--- src/dlrc_pkg.sv ---
// Shared types and constants of the stereo left-right consistency checker.
package dlrc_pkg;

	localparam int COLUMN_W = 10;
	localparam int DISP_W   = 15;
	localparam int THRESH_W = 14;
	localparam int ROWW_W   = 11;
	localparam int ENTRY_W  = DISP_W + 1;
	localparam int PADDR_W  = 4;
	localparam int PDATA_W  = 32;

	localparam logic [THRESH_W-1:0] THRESH_RESET = 14'd16;
	localparam logic                MODE_RESET   = 1'b1;
	localparam logic [ROWW_W-1:0]   ROWW_RESET   = 11'd1024;

	// Test selection and item kind.
	localparam logic TEST_ABSOLUTE = 1'b1;
	localparam logic MODE_LOAD     = 1'b0;

	// Register indexes, taken from paddr[3:2].
	localparam logic [1:0] REG_THRESHOLD = 2'd0;
	localparam logic [1:0] REG_TEST_MODE = 2'd1;
	localparam logic [1:0] REG_ROW_WIDTH = 2'd2;

	typedef struct packed {
		logic [THRESH_W-1:0] threshold;
		logic                test_mode;
		logic [ROWW_W-1:0]   row_width;
	} cfg_t;

	typedef enum logic [2:0] {
		S_IDLE,
		S_READ,
		S_INTERP,
		S_TEST,
		S_DONE
	} state_t;

endpackage

--- src/dlrc_cfg_regs.sv ---
// APB-style register bank holding threshold, test mode and row width.
module dlrc_cfg_regs import dlrc_pkg::*; (
	input  logic               clk,
	input  logic               arst_n,
	input  logic               psel,
	input  logic               penable,
	input  logic               pwrite,
	input  logic [PADDR_W-1:0] paddr,
	input  logic [PDATA_W-1:0] pwdata,
	output logic [PDATA_W-1:0] prdata,
	output logic               pready,
	output cfg_t               cfg
);

	cfg_t       cfg_q;
	logic [1:0] reg_idx;
	logic       wr_en;

	assign pready  = 1'b1;
	assign reg_idx = paddr[3:2];
	assign wr_en   = psel && penable && pwrite && pready;
	assign cfg     = cfg_q;

	always_ff @(posedge clk or negedge arst_n) begin
		if (!arst_n) begin
			cfg_q.threshold <= THRESH_RESET;
			cfg_q.test_mode <= MODE_RESET;
			cfg_q.row_width <= ROWW_RESET;
		end else if (wr_en) begin
			unique case (reg_idx)
				REG_THRESHOLD: cfg_q.threshold <= pwdata[THRESH_W-1:0];
				REG_TEST_MODE: cfg_q.test_mode <= pwdata[0];
				REG_ROW_WIDTH: cfg_q.row_width <= pwdata[ROWW_W-1:0];
				default: ;
			endcase
		end
	end

	always_comb begin
		unique case (reg_idx)
			REG_THRESHOLD: prdata = PDATA_W'(cfg_q.threshold);
			REG_TEST_MODE: prdata = PDATA_W'(cfg_q.test_mode);
			REG_ROW_WIDTH: prdata = PDATA_W'(cfg_q.row_width);
			default:       prdata = '0;
		endcase
	end

endmodule

--- config.mk ---
export PLATFORM = sky130hd
export DESIGN_NAME = dlrc_cfg_regs
export DESIGN_NICKNAME = d
export VERILOG_FILES = /design/src/dlrc_pkg.sv /design/src/dlrc_cfg_regs.sv
export SDC_FILE = /design/constraint.sdc
export NUM_CORES = 1
export LEC_CHECK = 0
export ABC_CLOCK_PERIOD_IN_PS = 900
export BUFFER_PORTS_ARGS = -buffer_cell sky130_fd_sc_hd__buf_2
export CORE_MARGIN = 2
export CORE_UTILIZATION = 37
export CTS_CLUSTER_DIAMETER = 150
export DETAILED_ROUTE_END_ITERATION = 10
export PLACE_DENSITY = 0.75
export SLEW_MARGIN = 15
export SYNTH_ARGS = -nofsm -noshare
export SYNTH_HDL_FRONTEND = slang
export SYNTH_SLANG_ARGS = --single-unit
--- constraint.sdc ---
create_clock -name clk -period 0.9 [get_ports clk]
set_input_delay 0.18 -clock clk [delete_from_list [all_inputs] [get_ports clk]]
set_output_delay 0.18 -clock clk [all_outputs]
set_load 0.02 [all_outputs]
# [Yosys cells after proc, flatten, opt, wreduce, memory -nomap -nowiden]
# Index checks and enable logic that the tools add are counted.
[classes] muxes=1 n_mul=0 n_eq_ne=2 bitwise=0 order_cmp=0 div=0 n_shift=0 n_addsub=0 reduce_logical=6
[op_table] op="case mux 14 bit (3 select lines)" n=1
[op_table] op="AND reduction 2 bit" n=3
[op_table] op="== test 2 x 1 -> 1 bit, second input constant" n=1
[op_table] op="== test 2 bit, second input constant" n=1
[op_table] op="logical AND 1 bit" n=2
[op_table] op="zero test 2 bit" n=1
[word_totals] memories=0 input_bits=41 latch_bits=0 rom_bits=0 ff_bits=26 mem_bits_rw=0 out_inout_bits=59

# [Depth between registers and ports, before layout]
[depth] word_depth=3 mapped_depth=5

# [Least setup slack after synthesis]
# No wires, ideal clock.
[synth_timing] kind="input to register" start="input port paddr[3]" end="register cfg_q, in the netlist cfg[12]" path_buffers=3 t_arrival_ns=1.197 path_stages=5 path_slack_ns=-0.422 cell_sequence="buf_6 > or3_1 > buf_6 > buf_12 > mux2_4"
[synth_via] elab_chain_len=2
[synth_rtl] element="start: declaration" line="dlrc_cfg_regs.sv:8" rtl="input logic [PADDR_W-1:0] paddr,"
[synth_rtl] element="zero test 2 bit" line="dlrc_cfg_regs.sv:30" rtl="unique case (reg_idx)"
[synth_rtl] element="AND reduction 2 bit (no line)"
[synth_rtl] element="end: declaration" line="dlrc_cfg_regs.sv:15" rtl="cfg_t cfg_q;"
# Every way passes these cells.
# A chain may end at the register's enable or synchronous reset.

# [Worst setup path in the final report]
[layout_timing] start="register cfg_q, in the netlist cfg[0]" end="output port prdata[0]"
[layout_via] elab_chain_len=1
[layout_rtl] element="case mux 14 bit (3 select lines)" line="dlrc_cfg_regs.sv:40" rtl="unique case (reg_idx)"
[layout_rtl] element="end: declaration" line="dlrc_cfg_regs.sv:10" rtl="output logic [PDATA_W-1:0] prdata,"
# Every way passes these cells.

==> flow_summary_export.csv <==
group,metric,value,unit
power,finalPower,5490,uW
run_status,outcome,"finished, violations left",
setup_path,worstSetupEndpointType,"primary output",
synth,muxShareOfSynthArea,31.5,%
clock_network,numClockSinks,26,
placement,place_congestion,0.801,
synth,synth-xor-area-share,0,%
sta,finalSetupViolCount,66,
global_routing,gr-total-overflow,0,
final_layout,antenna_cells,0,
sta,rsz0062_at_grt,"yes",
final_layout,final_common_cell,"buf_6",
drt,num_vias,1192,
drt,via_per_inst,4.46,
clock_network,cts_buffer_depth,2,
setup_path,worstPathRequired,0.72,ns
floorplan,dieArea,4290,sq um
placement,placed_cell_area,1940,sq um
synth,yosys-top-cells-area,"dfrtp_1 41%, mux2_2 13%, mux2_4 11%, buf_4 10%, mux2i_1 7.9%",
clock_network,cts_buffers,3,
synth,yosysTopAreaCell,"dfrtp_1",
final_layout,fillerInstances,231,
synth,syn_area_per_cell,12.7,sq um
final_layout,fin_area,2690,sq um
synth,yosys.area_share.simple,6.70,%
drt,finalWirelength,4370,um
power,power.leakage,0.00137,uW
final_layout,fin_util,73.3,%
power,power.density,2050,nW/um^2
global_routing,antenna_found_initial,0,
floorplan,rows,22,
global_routing,grt_pass1_wl,6400,um
sta,fin_setup_tns,-12.76,ns
floorplan,ioPinCount,100,
setup_path,r2r_cells,3,
drt,first_pass_iters,4,
final_layout,area_delta_synth_final,91.8,%
global_routing,grt_pass1_vias,1252,
clock_network,cts_tree,"done",
synth,yosys_warnings,0,
clock_network,worstSkewPairLatency,0.27,ns
sta,slew_viol_final,0,
synth,synth.top_cell.area_share,41.1,%
final_layout,fin_nets,261,
sta,timing.final.crit_share,149,%
synth,synth_top_family_by_area,"multiplexers",
sta,fmax,0.744,GHz
clock_network,htree_levels,1,
synth,synth_cell_types,18,
placement,post-dp-hpwl,2350,um
final_layout,layout_common_cells,"82 x buf_6, 23 x dfrtp_1, 22 x mux2_4, 19 x conb_1, 16 x buf_2",
global_routing,grt_max_degree,15,
drt,drtIter0Drc,16,
placement,portBuffers,60,
synth,synthAdderAreaFrac,0,%
synth,netlist_area,1400,sq um
power,ir_drop,1.51,mV
setup_path,critPathArrivalTime,1.16,ns
floorplan,die_h,65.5,um
sta,skew,0,ns
run,maxCapViolCount,0,
floorplan,core_region_area,3660,sq um
sta,worst_slack,-0.445,ns
setup_path,worstSetupPathType,"flip-flop to primary output",
min_path,hold_class,"input port to flip-flop",
sta,hold_viol,0,
sta,fin_crit,1.34,ns
placement,preCtsSetupSlack,-0.429,ns
min_path,whs_path_depth,2,
setup_path,crit_path_start_kind,"flip-flop",
synth,synth_compound_area_share,0.357,%
drt,drc,0,
synth,ys_ff_latch,26,
run_status,violations,"setup timing",
final_layout,drive_above_1_share,74.9,%
drt,ant_nets,0,
global_routing,grt_usage,20.2,%
floorplan,fp.dieW,65.5,um
clock_network,clk_pin_slew,0.09,ns
synth,yosysSeqAreaShare,46.7,%
setup_path,path_max_fanout,2,
final_layout,largest_reg_flops,26,
clock_network,cts_root_buffer,"clkbuf_8",
drt,wl_per_cell,16.3,um
floorplan,initial_utilization,38.2,%
synth,syn_inst,110,
cell families (layout without fill, tap and decap cells):
kind of cell / count (synthesis) / in the layout
multiplexers: 37 / 37
flip-flops: 26 / 26
buffers and inverters: 25 / 117
AND/OR/NAND/NOR: 19 / 19
other: 2 / 19
AO/OA/AOI/OAI: 1 / 1
routing by layer:
metal	share of wire, %	GRT usage, %	vias up	wire length, um
li1	-	-	553	-
met1	38	23.3	577	1640
met2	56	37.2	58	2450
met3	5.5	4.79	4	238
met4	0.71	4.95	0	31
met5	0	0	-	0
what timing repair did:
action                                  in CTS  in global routing
resized for setup                          132                 25
setup buffers                                8                 19
hold buffers                                 1                  0
endpoints found under the setup margin      65                 66
endpoints found under the hold margin        9                  0
gates cloned                                 2                  0
pin swaps                                    4                  4
synth_stat cells:
cell      instances
dfrtp_1          23
buf_4            19
mux2_2           16
mux2i_1          11
nor2_1           11
mux2_4           10
and2_1            3
dfstp_2           3
buf_2             2
buf_6             2
conb_1            2
nor3b_1           2
buf_12            1
clkbuf_1          1
nand3_1           1
nand3b_1          1
o21ai_0           1
or3_1             1
final timing paths:
kind                       slack, ns   endpoint       start
min in group asynchronous       0.34    cfg[12]      arst_n
setup / recovery               -0.44  prdata[0]      cfg[0]
max in group asynchronous       0.11     cfg[2]      arst_n
hold reg to reg                 0.63    cfg[17]     cfg[17]
hold / removal                  0.14    cfg[24]  pwdata[12]
setup reg to reg               -0.09    cfg[12]     cfg[12]
critical path, stage by stage, from the launching register on:
cell and delay (ns):
dfrtp_1 0.42, mux2i_1 0.25, o21ai_2 0.09, buf_6 0.13
layout make-up:
class | instances | area, sq um | area share (%)
timing repair buffer | 113 | 1190 | 44.3
tap | 48 | 60.1 | 2.24
sequential | 26 | 654 | 24.4
clock buffer | 4 | 45.0 | 1.68
multi-input combinational | 76 | 737 | 27.4
through the flow:
stage	instances	hold WS [ns]
floorplan	127	-0.116
global placement	244	0.0840
detailed placement	244	0.0891
CTS	259	0.126
global route	267	0.133
finish	267	0.138
report_power, final:
group	total, uW	switching (uW)	leakage (uW)	internal, uW
Sequential	1680	218	0.000313	1460
Combinational	3130	1270	0.00103	1870
Clock	679	362	0.0000228	317
Total	5490	1840	0.00137	3650
(Power assumes the default switching activity.)
